## src/hdl/mct_pkg.sv

```systemverilog
`default_nettype none

package mct_pkg;

  localparam int unsigned NUM_CHANNELS_DEF = 8;
  localparam int unsigned COUNT_WIDTH_DEF  = 32;

  localparam int unsigned OP_W     = 3;
  localparam int unsigned CH_W     = 3;
  localparam int unsigned VALUE_W  = 32;
  localparam int unsigned MASK_W   = 8;
  localparam int unsigned CFG_IDX_W  = 2;
  localparam int unsigned CFG_DATA_W = 32;
  localparam int unsigned TPM_W    = 16;

  localparam logic [31:0] WRAP_RST      = 32'hFFFF_FFFF;
  localparam logic [31:0] LARGEST_RST   = 32'h0000_FFFF;
  localparam logic [15:0] TPM_RST       = 16'd500;

  typedef enum logic [OP_W-1:0] {
    OP_TICK      = 3'd0,
    OP_ARM_ABS   = 3'd1,
    OP_ARM_DELAY = 3'd2,
    OP_DISABLE   = 3'd3,
    OP_CLEAR     = 3'd4,
    OP_REPEAT    = 3'd5
  } op_e;

  typedef enum logic [CFG_IDX_W-1:0] {
    REG_WRAP      = 2'd0,
    REG_TIMER_EN  = 2'd1,
    REG_LARGEST   = 2'd2,
    REG_TPM       = 2'd3
  } cfg_reg_e;

  typedef enum logic [7:0] {
    S_IDLE  = 8'b0000_0001,
    S_COUNT = 8'b0000_0010,
    S_MATCH = 8'b0000_0100,
    S_MUL   = 8'b0000_1000,
    S_SUM   = 8'b0001_0000,
    S_ARM   = 8'b0010_0000,
    S_MISC  = 8'b0100_0000,
    S_DONE  = 8'b1000_0000
  } state_e;

  // controller -> datapath
  typedef struct packed {
    logic load_item;
    logic count;
    logic match;
    logic mul;
    logic sum;
    logic arm;
    logic misc;
    logic load_out;
  } mct_cmd_t;

  // datapath -> controller
  typedef struct packed {
    logic timer_en;
  } mct_status_t;

endpackage

`default_nettype wire

```

## src/hdl/mct_if.sv

```systemverilog
`default_nettype none

interface mct_in_if import mct_pkg::*; ();
  logic              valid;
  logic              ready;
  logic [OP_W-1:0]   operation;
  logic [CH_W-1:0]   channel;
  logic [VALUE_W-1:0] value;
  logic [MASK_W-1:0] clear_mask;
  logic              repeat_on;

  modport source (output valid, operation, channel, value, clear_mask, repeat_on,
                  input ready);
  modport sink   (input valid, operation, channel, value, clear_mask, repeat_on,
                  output ready);
endinterface

interface mct_out_if import mct_pkg::*; ();
  logic              valid;
  logic              ready;
  logic [31:0]       counter_value;
  logic [MASK_W-1:0] pending_bits;
  logic [MASK_W-1:0] fired_bits;
  logic              irq;

  modport source (output valid, counter_value, pending_bits, fired_bits, irq,
                  input ready);
  modport sink   (input valid, counter_value, pending_bits, fired_bits, irq,
                  output ready);
endinterface

`default_nettype wire

```

## src/hdl/mct_ctrl.sv

```systemverilog
`default_nettype none

module mct_ctrl import mct_pkg::*; (
  input  wire              clk_i,
  input  wire              rst_ni,
  input  wire              in_valid_i,
  input  wire  [OP_W-1:0]  in_op_i,
  output logic             in_ready_o,
  input  wire              out_ready_i,
  output logic             out_valid_o,
  input  mct_status_t      status_i,
  output mct_cmd_t         cmd_o
);

  state_e state_q, state_d;
  logic   out_valid_q, out_valid_d;

  always_comb begin
    state_d     = state_q;
    cmd_o       = '0;
    in_ready_o  = 1'b0;
    out_valid_d = out_valid_q & ~out_ready_i;
    case (state_q)
      S_IDLE: begin
        in_ready_o = 1'b1;
        if (in_valid_i) begin
          cmd_o.load_item = 1'b1;
          case (op_e'(in_op_i))
            OP_TICK:      state_d = status_i.timer_en ? S_COUNT : S_DONE;
            OP_ARM_ABS:   state_d = S_ARM;
            OP_ARM_DELAY: state_d = S_MUL;
            OP_DISABLE:   state_d = S_MISC;
            OP_CLEAR:     state_d = S_MISC;
            OP_REPEAT:    state_d = S_MISC;
            default:      state_d = S_DONE;
          endcase
        end
      end
      S_COUNT: begin
        cmd_o.count = 1'b1;
        state_d     = S_MATCH;
      end
      S_MATCH: begin
        cmd_o.match = 1'b1;
        state_d     = S_DONE;
      end
      S_MUL: begin
        cmd_o.mul = 1'b1;
        state_d   = S_SUM;
      end
      S_SUM: begin
        cmd_o.sum = 1'b1;
        state_d   = S_ARM;
      end
      S_ARM: begin
        cmd_o.arm = 1'b1;
        state_d   = S_DONE;
      end
      S_MISC: begin
        cmd_o.misc = 1'b1;
        state_d    = S_DONE;
      end
      S_DONE: begin
        // hand result over once the output register is free
        if (!out_valid_q || out_ready_i) begin
          cmd_o.load_out = 1'b1;
          out_valid_d    = 1'b1;
          state_d        = S_IDLE;
        end
      end
      default: state_d = S_IDLE;
    endcase
  end

  always_ff @(posedge clk_i or negedge rst_ni) begin
    if (!rst_ni) begin
      state_q     <= S_IDLE;
      out_valid_q <= 1'b0;
    end else begin
      state_q     <= state_d;
      out_valid_q <= out_valid_d;
    end
  end

  assign out_valid_o = out_valid_q;

endmodule

`default_nettype wire

```

## src/hdl/mct_datapath.sv

```systemverilog
`default_nettype none

module mct_datapath import mct_pkg::*; #(
  parameter int unsigned NUM_CHANNELS = NUM_CHANNELS_DEF,
  parameter int unsigned COUNT_WIDTH  = COUNT_WIDTH_DEF
) (
  input  wire                   clk_i,
  input  wire                   rst_ni,
  input  wire                   cfg_we_i,
  input  wire  [CFG_IDX_W-1:0]  cfg_idx_i,
  input  wire  [CFG_DATA_W-1:0] cfg_data_i,
  input  wire  [OP_W-1:0]       in_op_i,
  input  wire  [CH_W-1:0]       in_ch_i,
  input  wire  [VALUE_W-1:0]    in_value_i,
  input  wire  [MASK_W-1:0]     in_clr_i,
  input  wire                   in_rep_i,
  input  mct_cmd_t              cmd_i,
  output mct_status_t           status_o,
  output logic [31:0]           counter_value_o,
  output logic [MASK_W-1:0]     pending_bits_o,
  output logic [MASK_W-1:0]     fired_bits_o,
  output logic                  irq_o
);

  typedef logic [COUNT_WIDTH-1:0] cnt_t;
  typedef logic [NUM_CHANNELS-1:0] chv_t;

  // configuration
  cnt_t        max_q, max_d;
  logic        ten_q, ten_d;
  logic [31:0] lint_q, lint_d;
  logic [TPM_W-1:0] tpm_q, tpm_d;

  // timer state
  cnt_t        count_q, count_d;
  cnt_t        cmp_q [NUM_CHANNELS];
  cnt_t        cmp_d [NUM_CHANNELS];
  logic [31:0] per_q [NUM_CHANNELS];
  logic [31:0] per_d [NUM_CHANNELS];
  chv_t        en_q, en_d, pend_q, pend_d, rep_q, rep_d, fired_q, fired_d;

  // request and work registers
  op_e         op_q;
  logic [CH_W-1:0]   ch_q;
  logic [VALUE_W-1:0] val_q;
  logic [MASK_W-1:0] clr_q;
  logic        rep_on_q;
  logic [31:0] prod_q, target_q;

  chv_t        sel;
  cnt_t        arm_t;
  logic        arm_late;
  logic [15:0] clr_ext;
  logic [31:0] pend_ext, fired_ext;

  always_comb begin
    for (int i = 0; i < NUM_CHANNELS; i++) begin
      sel[i] = (32'(ch_q) == 32'(i));
    end
    arm_t    = target_q[COUNT_WIDTH-1:0] & max_q;
    arm_late = (32'(arm_t) - 32'(count_q)) >= lint_q;
    clr_ext  = 16'(clr_q);
    pend_ext = 32'(pend_q);
    fired_ext = 32'(fired_q);
  end

  always_comb begin
    max_d   = max_q;
    ten_d   = ten_q;
    lint_d  = lint_q;
    tpm_d   = tpm_q;
    count_d = count_q;
    cmp_d   = cmp_q;
    per_d   = per_q;
    en_d    = en_q;
    pend_d  = pend_q;
    rep_d   = rep_q;
    fired_d = fired_q;

    if (cfg_we_i) begin
      case (cfg_reg_e'(cfg_idx_i))
        REG_WRAP:      max_d  = cfg_data_i[COUNT_WIDTH-1:0];
        REG_TIMER_EN:  ten_d  = cfg_data_i[0];
        REG_LARGEST:   lint_d = cfg_data_i;
        REG_TPM:       tpm_d  = cfg_data_i[TPM_W-1:0];
        default: ;
      endcase
    end

    if (cmd_i.load_item) begin
      fired_d = '0;
    end

    if (cmd_i.count) begin
      count_d = (count_q >= max_q) ? '0 : count_q + cnt_t'(1);
    end

    // count_q already holds the advanced value here
    if (cmd_i.match) begin
      for (int i = 0; i < NUM_CHANNELS; i++) begin
        if (en_q[i] && (cmp_q[i] == count_q)) begin
          pend_d[i]  = 1'b1;
          fired_d[i] = 1'b1;
          if (rep_q[i]) begin
            cmp_d[i] = COUNT_WIDTH'(32'(count_q) + per_q[i]) & max_q;
          end
        end
      end
    end

    if (cmd_i.sum) begin
      for (int i = 0; i < NUM_CHANNELS; i++) begin
        if (sel[i]) per_d[i] = prod_q;
      end
    end

    if (cmd_i.arm) begin
      for (int i = 0; i < NUM_CHANNELS; i++) begin
        if (sel[i]) begin
          pend_d[i]  = arm_late;
          fired_d[i] = arm_late;
          en_d[i]    = 1'b1;
          cmp_d[i]   = arm_t;
        end
      end
    end

    if (cmd_i.misc) begin
      case (op_q)
        OP_DISABLE: en_d   = en_q & ~sel;
        OP_CLEAR:   pend_d = pend_q & ~clr_ext[NUM_CHANNELS-1:0];
        OP_REPEAT:  rep_d  = rep_on_q ? (rep_q | sel) : (rep_q & ~sel);
        default: ;
      endcase
    end
  end

  always_ff @(posedge clk_i or negedge rst_ni) begin
    if (!rst_ni) begin
      max_q   <= WRAP_RST[COUNT_WIDTH-1:0];
      ten_q   <= 1'b0;
      lint_q  <= LARGEST_RST;
      tpm_q   <= TPM_RST;
      count_q <= '0;
      for (int i = 0; i < NUM_CHANNELS; i++) begin
        cmp_q[i] <= '0;
        per_q[i] <= '0;
      end
      en_q    <= '0;
      pend_q  <= '0;
      rep_q   <= '0;
      fired_q <= '0;
    end else begin
      max_q   <= max_d;
      ten_q   <= ten_d;
      lint_q  <= lint_d;
      tpm_q   <= tpm_d;
      count_q <= count_d;
      cmp_q   <= cmp_d;
      per_q   <= per_d;
      en_q    <= en_d;
      pend_q  <= pend_d;
      rep_q   <= rep_d;
      fired_q <= fired_d;
    end
  end

  // payload registers, no reset
  always_ff @(posedge clk_i) begin
    if (cmd_i.load_item) begin
      op_q     <= op_e'(in_op_i);
      ch_q     <= in_ch_i;
      val_q    <= in_value_i;
      clr_q    <= in_clr_i;
      rep_on_q <= in_rep_i;
      target_q <= in_value_i;
    end else if (cmd_i.sum) begin
      target_q <= 32'(count_q) + prod_q;
    end
    if (cmd_i.mul) begin
      prod_q <= val_q * 32'(tpm_q);
    end
    if (cmd_i.load_out) begin
      counter_value_o <= 32'(count_q);
      pending_bits_o  <= pend_ext[MASK_W-1:0];
      fired_bits_o    <= fired_ext[MASK_W-1:0];
      irq_o           <= |(pend_q & en_q);
    end
  end

  assign status_o.timer_en = ten_q;

endmodule

`default_nettype wire

```

## src/hdl/multi_channel_compare_timer.sv

```systemverilog
// Requests are handled one at a time: the shared FSM walks each request through
//   count/compare (tick), multiply/add/arm (delay arm), arm alone (absolute arm) or a
//   single update step (disable/clear/repeat); an idle tick or unknown code goes
//   straight to the result.
// Reset (rst_ni, async, active low): counter, channel state and flags to zero,
//   wrap value all ones, timer off, late-fire interval 0xFFFF, ticks per ms 500.
`default_nettype none

module multi_channel_compare_timer import mct_pkg::*; #(
  parameter int unsigned NUM_CHANNELS = NUM_CHANNELS_DEF,  // 1..16
  parameter int unsigned COUNT_WIDTH  = COUNT_WIDTH_DEF    // 8..32
) (
  input  wire                   clk_i,
  input  wire                   rst_ni,
  input  wire                   cfg_we_i,
  input  wire  [CFG_IDX_W-1:0]  cfg_idx_i,
  input  wire  [CFG_DATA_W-1:0] cfg_data_i,
  mct_in_if.sink                in_ch,
  mct_out_if.source             out_ch
);

  mct_cmd_t    cmd;
  mct_status_t status;

  // Controller: one-hot FSM. A request is taken only in IDLE; the output
  // register lets the next request in while the previous result waits.
  mct_ctrl u_ctrl (
    .clk_i       (clk_i),
    .rst_ni      (rst_ni),
    .in_valid_i  (in_ch.valid),
    .in_op_i     (in_ch.operation),
    .in_ready_o  (in_ch.ready),
    .out_ready_i (out_ch.ready),
    .out_valid_o (out_ch.valid),
    .status_i    (status),
    .cmd_o       (cmd)
  );

  // Datapath: config registers, counter, per-channel compare/period lanes,
  // the ms multiplier (registered before the add) and the result register.
  // Tick (timer on): count step, then all lanes compare to the new count in parallel.
  // Delay arm: multiply, add to count, then arm (masked target, late check).
  mct_datapath #(
    .NUM_CHANNELS (NUM_CHANNELS),
    .COUNT_WIDTH  (COUNT_WIDTH)
  ) u_datapath (
    .clk_i           (clk_i),
    .rst_ni          (rst_ni),
    .cfg_we_i        (cfg_we_i),
    .cfg_idx_i       (cfg_idx_i),
    .cfg_data_i      (cfg_data_i),
    .in_op_i         (in_ch.operation),
    .in_ch_i         (in_ch.channel),
    .in_value_i      (in_ch.value),
    .in_clr_i        (in_ch.clear_mask),
    .in_rep_i        (in_ch.repeat_on),
    .cmd_i           (cmd),
    .status_o        (status),
    .counter_value_o (out_ch.counter_value),
    .pending_bits_o  (out_ch.pending_bits),
    .fired_bits_o    (out_ch.fired_bits),
    .irq_o           (out_ch.irq)
  );

  // a fired channel always leaves its pending bit set
  a_fired_pending: assert property (@(posedge clk_i) disable iff (!rst_ni)
    out_ch.valid |-> ((out_ch.fired_bits & ~out_ch.pending_bits) == '0))
    else $error("fired bit without pending bit");

  // one request at a time: the controller leaves IDLE right after an accept
  a_one_at_a_time: assert property (@(posedge clk_i) disable iff (!rst_ni)
    (in_ch.valid && in_ch.ready) |=> !in_ch.ready)
    else $error("request accepted while busy");

  // no interrupt without a pending bit when all channels are visible
  a_irq_needs_pending: assert property (@(posedge clk_i) disable iff (!rst_ni)
    (out_ch.valid && (out_ch.pending_bits == '0) && (NUM_CHANNELS <= MASK_W))
      |-> !out_ch.irq)
    else $error("irq with no pending channel");

endmodule

`default_nettype wire
```

## src/flat_wrapper.sv

```systemverilog
// flat-port wrapper written by rule: the top's interface ports become plain ports
module multi_channel_compare_timer_flat import mct_pkg::*;
#(
  parameter int unsigned NUM_CHANNELS = NUM_CHANNELS_DEF,          
  parameter int unsigned COUNT_WIDTH  = COUNT_WIDTH_DEF            
)
  (clk_i, rst_ni, cfg_we_i, cfg_idx_i, cfg_data_i, in_ch_valid, in_ch_operation, in_ch_channel, in_ch_value, in_ch_clear_mask, in_ch_repeat_on, in_ch_ready, out_ch_valid, out_ch_counter_value, out_ch_pending_bits, out_ch_fired_bits, out_ch_irq, out_ch_ready);
  mct_in_if in_ch_i ();
  mct_out_if out_ch_i ();
  input  wire clk_i;
  input  wire rst_ni;
  input  wire cfg_we_i;
  input  wire  [CFG_IDX_W-1:0] cfg_idx_i;
  input  wire  [CFG_DATA_W-1:0] cfg_data_i;
  input wire logic [$bits(in_ch_i.valid)-1:0] in_ch_valid;
  input wire logic [$bits(in_ch_i.operation)-1:0] in_ch_operation;
  input wire logic [$bits(in_ch_i.channel)-1:0] in_ch_channel;
  input wire logic [$bits(in_ch_i.value)-1:0] in_ch_value;
  input wire logic [$bits(in_ch_i.clear_mask)-1:0] in_ch_clear_mask;
  input wire logic [$bits(in_ch_i.repeat_on)-1:0] in_ch_repeat_on;
  output wire logic [$bits(in_ch_i.ready)-1:0] in_ch_ready;
  output wire logic [$bits(out_ch_i.valid)-1:0] out_ch_valid;
  output wire logic [$bits(out_ch_i.counter_value)-1:0] out_ch_counter_value;
  output wire logic [$bits(out_ch_i.pending_bits)-1:0] out_ch_pending_bits;
  output wire logic [$bits(out_ch_i.fired_bits)-1:0] out_ch_fired_bits;
  output wire logic [$bits(out_ch_i.irq)-1:0] out_ch_irq;
  input wire logic [$bits(out_ch_i.ready)-1:0] out_ch_ready;
  assign in_ch_i.valid = in_ch_valid;
  assign in_ch_i.operation = in_ch_operation;
  assign in_ch_i.channel = in_ch_channel;
  assign in_ch_i.value = in_ch_value;
  assign in_ch_i.clear_mask = in_ch_clear_mask;
  assign in_ch_i.repeat_on = in_ch_repeat_on;
  assign in_ch_ready = in_ch_i.ready;
  assign out_ch_valid = out_ch_i.valid;
  assign out_ch_counter_value = out_ch_i.counter_value;
  assign out_ch_pending_bits = out_ch_i.pending_bits;
  assign out_ch_fired_bits = out_ch_i.fired_bits;
  assign out_ch_irq = out_ch_i.irq;
  assign out_ch_i.ready = out_ch_ready;
  multi_channel_compare_timer #(.NUM_CHANNELS(NUM_CHANNELS), .COUNT_WIDTH(COUNT_WIDTH)) u_core (.clk_i(clk_i), .rst_ni(rst_ni), .cfg_we_i(cfg_we_i), .cfg_idx_i(cfg_idx_i), .cfg_data_i(cfg_data_i), .in_ch(in_ch_i), .out_ch(out_ch_i));
endmodule
```

## config.mk

```make
export PLATFORM = sky130hd
export DESIGN_NAME = multi_channel_compare_timer_flat
export DESIGN_NICKNAME = d
export VERILOG_FILES = /design/src/hdl/mct_pkg.sv /design/src/hdl/mct_if.sv /design/src/hdl/mct_ctrl.sv /design/src/hdl/mct_datapath.sv /design/src/hdl/multi_channel_compare_timer.sv /design/src/flat_wrapper.sv
export SDC_FILE = /design/constraint.sdc
export NUM_CORES = 2
export LEC_CHECK = 0
export BUFFER_PORTS_ARGS = -buffer_cell sky130_fd_sc_hd__buf_2
export CORE_AREA = 10 10 403 405
export DETAILED_ROUTE_END_ITERATION = 8
export DIE_AREA = 0 0 413 415
export GPL_TIMING_DRIVEN = 0
export PLACE_DENSITY_LB_ADDON = 0.25
export SYNTH_ARGS = -nofsm -noshare
export SYNTH_HDL_FRONTEND = slang
export SYNTH_SLANG_ARGS = --single-unit
export TNS_END_PERCENT = 100
```

## constraint.sdc

```tcl
create_clock -name clk_i -period 7.1 [get_ports clk_i]
set_input_delay 0.71 -clock clk_i [delete_from_list [all_inputs] [get_ports clk_i]]
set_output_delay 0.71 -clock clk_i [all_outputs]
set_load 0.05 [all_outputs]
```

==> impl_results.md <==
* Outcome: finished, violations left
* Failing checks: capacitance limit, slew limit
* Worst slew pin tran at around 1.6 ns
* FP Rows at ~140
* Drt pass-1 iters at 9
* Crit path max fanout at 15
* Psw at 23.0 mW
* Vias in the first global route at roughly 53000
* Post-synth cell types at 85
* Top delay family on crit path: compound AO/OA/AOI/OAI gates
* Layout net count at between 7000 and 8000
* Number of synthesis warnings at 0
* Setup tns final at 0 ns
* Syn_nets at 7310
* Largest net degree at the start of global routing at about 110
* Vias after detailed routing at between 50000 and 60000
* Critical path's largest stage delay at around 1.2 ns
* Cell Area, Synth at between 60000 and 70000 um^2
* Congestion Overflow GR at 0
* Hold path start: in_ch_clear_mask[4]
* Area growth, synth to finish at 11.8%
* Cells after Synth at ~6500
* Reg2Reg Depth at 14
* Drt total wl at slightly below 300000 um
* Core ar. at about 150000 um^2
* IO Count at between 100 and 150
* Max_slew headroom at -6.12%
* Placed Cells at ~8700
* Hold Fails Final Rpt at 0
* R2r startpoint: u_core.u_datapath.count_q[0]
* Critical path class: reg2reg
* Power per cell area at about 660 nW/um^2
* Max Root-Sink Buffers at 3
* Fin cells at approximately 9000
* Number of buffers and inverters on the critical path at 0
* Layout cells sized above 1 at between 10% and 20%
* Slew Limit Fails at 22
* Reg power frac at around 16%
* GPL Wtd Cong at ~1.0
* Hold WC Path Type: in2reg
* PortBufs at ~140
* Most Frequent Cell on Critical Path: a21oi_1
* Number of CTS-inserted buffers at 102
* Post-synthesis register bit count at ~830
* Dpl hpwl at roughly 240000 um
* Global Route Usage Sum at between 30% and 40%
* RSZ-0062 raised after global routing: yes
* Endpoints failing setup at 0
* Worst-Skew Late Latency at 0.78 ns
* Primary FF master, synth: dfrtp_1
* WP data required at 7.74 ns
* CTS tree: done
* Crit. path cell count at 14
* Crit end category: flip-flop
* Finished Core Util at a little under half
* End of the worst hold path: u_core.u_datapath.clr_q[4]
* Residual DRC at 0
* Drt wl/cell at between 30 and 40 um
* Final Critical Period at 7.07 ns
* Clk pin slew, worst setup/hold paths at 0.06 ns
* R2R setup slack at 0.03 ns
* First-pass GRT wire length at ~410000 um
* Die Y at between 400 and 500 um
* Hold path depth at 1
* Int Power at ~23 mW
* VDD IR max at roughly 0.0014 V
* Vias/cell at about 6
* Crit-path cells: ha_1 -> fa_1 -> a211o_1 -> a21oi_1 -> o21ai_0 -> a21oi_1 -> o21ai_0 -> a211oi_1 -> nor2_1 -> a21o_1 -> a21oi_1 -> xor2_1 -> nor3_1 -> a221o_1
* Post-synth ARST share at ~80%
* Clock Skew at around 0.073 ns
* Final period util at 99.6%
* Post-synth EDFFs at 160
* CTS Sinks at a little over 800
* DIE AREA at approximately 170000 um^2
* Avg Cell Area, Syn at between 9 and 10 um^2
* WP data arrival at 7.71 ns
* Critical path startpoint category: flip-flop
* Sequential share of the synthesized area at between 30% and 40%
* Fmax at between 0.1 and 0.15 GHz
* Reg2reg end: u_core.u_datapath.cmp_q[52]
* Sw Ratio at just under 50%
* Clock power share at between 10% and 20%
* Initial antenna violation count at 20
* Initial Utilization at 40.7%
* Pleak at about 33 nW
* CTS H-tree lvls at 3
* Drt initial violations at around 5600
* Slowest-stage cell, CP: a211oi_1
* Logic gate share of total power at roughly 72%
* Clk root buf: clkbuf_16
* Max capacitance violation total at 2
* Post-DRT Antenna Nets at 0
* Chip width at 413 um
worst reg2reg max path, delay by kind of cell, from the launching register on:
family / cells / cell delay, ns
DFF: 1 / 0.85
xor gates and xnor gates: 1 / 0.57
and+or+nand+nor: 2 / 0.39
AOI/OAI and AO/OA: 9 / 4.16
adders and majority gates: 2 / 0.98
cell type report:
class	count	area (um^2)
inverter	515	1930
buffer	250	1080
multi-input combinational	4866	38300
clock buffer	141	2870
sequential	826	21600
fill	14954	83800
clock inverter	50	559
timing repair buffer	179	1210
antenna	14	35.0
tap	2044	2560
power by group through the flow:
stage               Sequential, mW  Clock (mW)  Combinational (mW)
floorplan                     7.61           0                24.3
global placement              7.46           0                31.6
detailed placement            7.43           0                32.3
CTS                           7.37        5.57                32.7
global route                  7.45        5.74                36.8
finish                        7.43        5.55                33.5
per-stage QoR:
| stage | worst slack (ns) | total power, mW | instance area (um^2) | hold WS (ns) |
|---|---|---|---|---|
| 2_1_floorplan | 0.469 | 31.9 | 62700 | 0.411 |
| 3_3_place_gp | -9.97 | 39.1 | 65900 | 0.433 |
| 3_5_place_dp | -1.05 | 39.7 | 66300 | 0.430 |
| 4_1_cts | -0.142 | 45.6 | 69900 | 0.0922 |
| 5_1_grt | -0.0660 | 49.9 | 70100 | 0.106 |
| 6_report | 0.0255 | 46.5 | 70100 | 0.116 |
per-layer routing:
layer	up-vias	share of wire, %	global-route usage, %	wire (um)
met1	27167	39	42.1	116000
met4	8	7.9	21.5	23200
met5	-	0.022	0	65
met3	650	8.2	6.71	24200
li1	23137	-	-	-
met2	2584	45	52.4	131000
cells in the final DEF (no fill, tap or decap), types with 142 or more instances in the layout:
cell | synthesis | layout
nand2_1 | 690 | 690
dfrtp_1 | 611 | 599
inv_1 | 496 | 496
ha_1 | 440 | 440
a21oi_1 | 409 | 406
o21ai_0 | 369 | 368
xnor2_1 | 367 | 367
fa_1 | 314 | 312
mux2_2 | 307 | 307
nor2_1 | 280 | 279
xor2_1 | 237 | 237
clkbuf_1 | 214 | 189
and2_1 | 175 | 175
a21o_1 | 166 | 166
edfxtp_1 | 160 | 160
buf_2 | 13 | 152
a22oi_1 | 142 | 142
sequential cells by signal, indices dropped and copies added (netlist names), 3 cells and up, named ones only:
register and flops:
u_core.u_datapath.en_q 8, u_core.u_datapath.fired_bits_o 8, u_core.u_datapath.ch_q 3, u_core.u_datapath.pend_q 8, u_core.u_datapath.max_q 32, u_core.u_ctrl.state_q 8
u_core.u_datapath.prod_q 32, u_core.u_datapath.target_q 32, u_core.u_datapath.clr_q 8, u_core.u_datapath.count_q 32, u_core.u_datapath.val_q 32, u_core.u_datapath.tpm_q 16
u_core.u_datapath.cmp_q 256, u_core.u_datapath.pending_bits_o 8, u_core.u_datapath.fired_q 8, u_core.u_datapath.lint_q 32, u_core.u_datapath.counter_value_o 32, u_core.u_datapath.op_q 3
u_core.u_datapath.per_q 256
what timing repair did:
action	CTS	global route
setup endpoints to repair	30	18
hold buffers	1	0
pin swaps	1	6
gates resized for setup	55	55
hold endpoints to repair	40	0
buffers inserted	4	20
cells in the mapped netlist (all sizes together) (49+ instances only):
cell type,n,share of area (%)
a211oi,70,0.85
a21o,166,2.0
a21oi,410,3.3
a22oi,142,1.7
and2,175,1.7
buf,49,0.33
clkbuf,214,1.3
dfrtp,611,24
dfstp,55,2.3
edfxtp,160,7.7
fa,314,10
ha,440,8.8
inv,496,3.0
mux2,307,5.5
nand2,690,4.1
nand3,94,0.75
nand4,76,0.76
nor2,281,1.7
nor3,98,0.78
nor4,57,0.58
o21a,61,0.73
o21ai,376,3.0
o31ai,51,0.61
xnor2,367,5.1
xor2,237,3.3
worst max-delay path by stage:
stage / from / endpoint / slack, ns
after global placement: rst_ni / u_core.u_datapath.per_q[24] / -9.97
after CTS: u_core.u_datapath.tpm_q[2] / u_core.u_datapath.prod_q[30] / -0.14
after detailed placement: u_core.u_datapath.tpm_q[5] / u_core.u_datapath.prod_q[30] / -1.05
final: u_core.u_datapath.count_q[0] / u_core.u_datapath.cmp_q[52] / 0.03
after global routing: u_core.u_datapath.val_q[1] / u_core.u_datapath.prod_q[30] / -0.07
after floorplan: u_core.u_datapath.tpm_q[5] / u_core.u_datapath.prod_q[30] / 0.47
kinds of logic after synthesis:
kind of cell	count (synthesis)	synth area share (%)
buf+inv	778	4.69
mux	311	5.58
simple gates	1669	12.6
fa+ha+maj	754	18.8
xor+xnor	604	8.44
flops	826	34.4
compound gates	1528	15.5
Note: power is estimated with default switching activity, not from simulation.
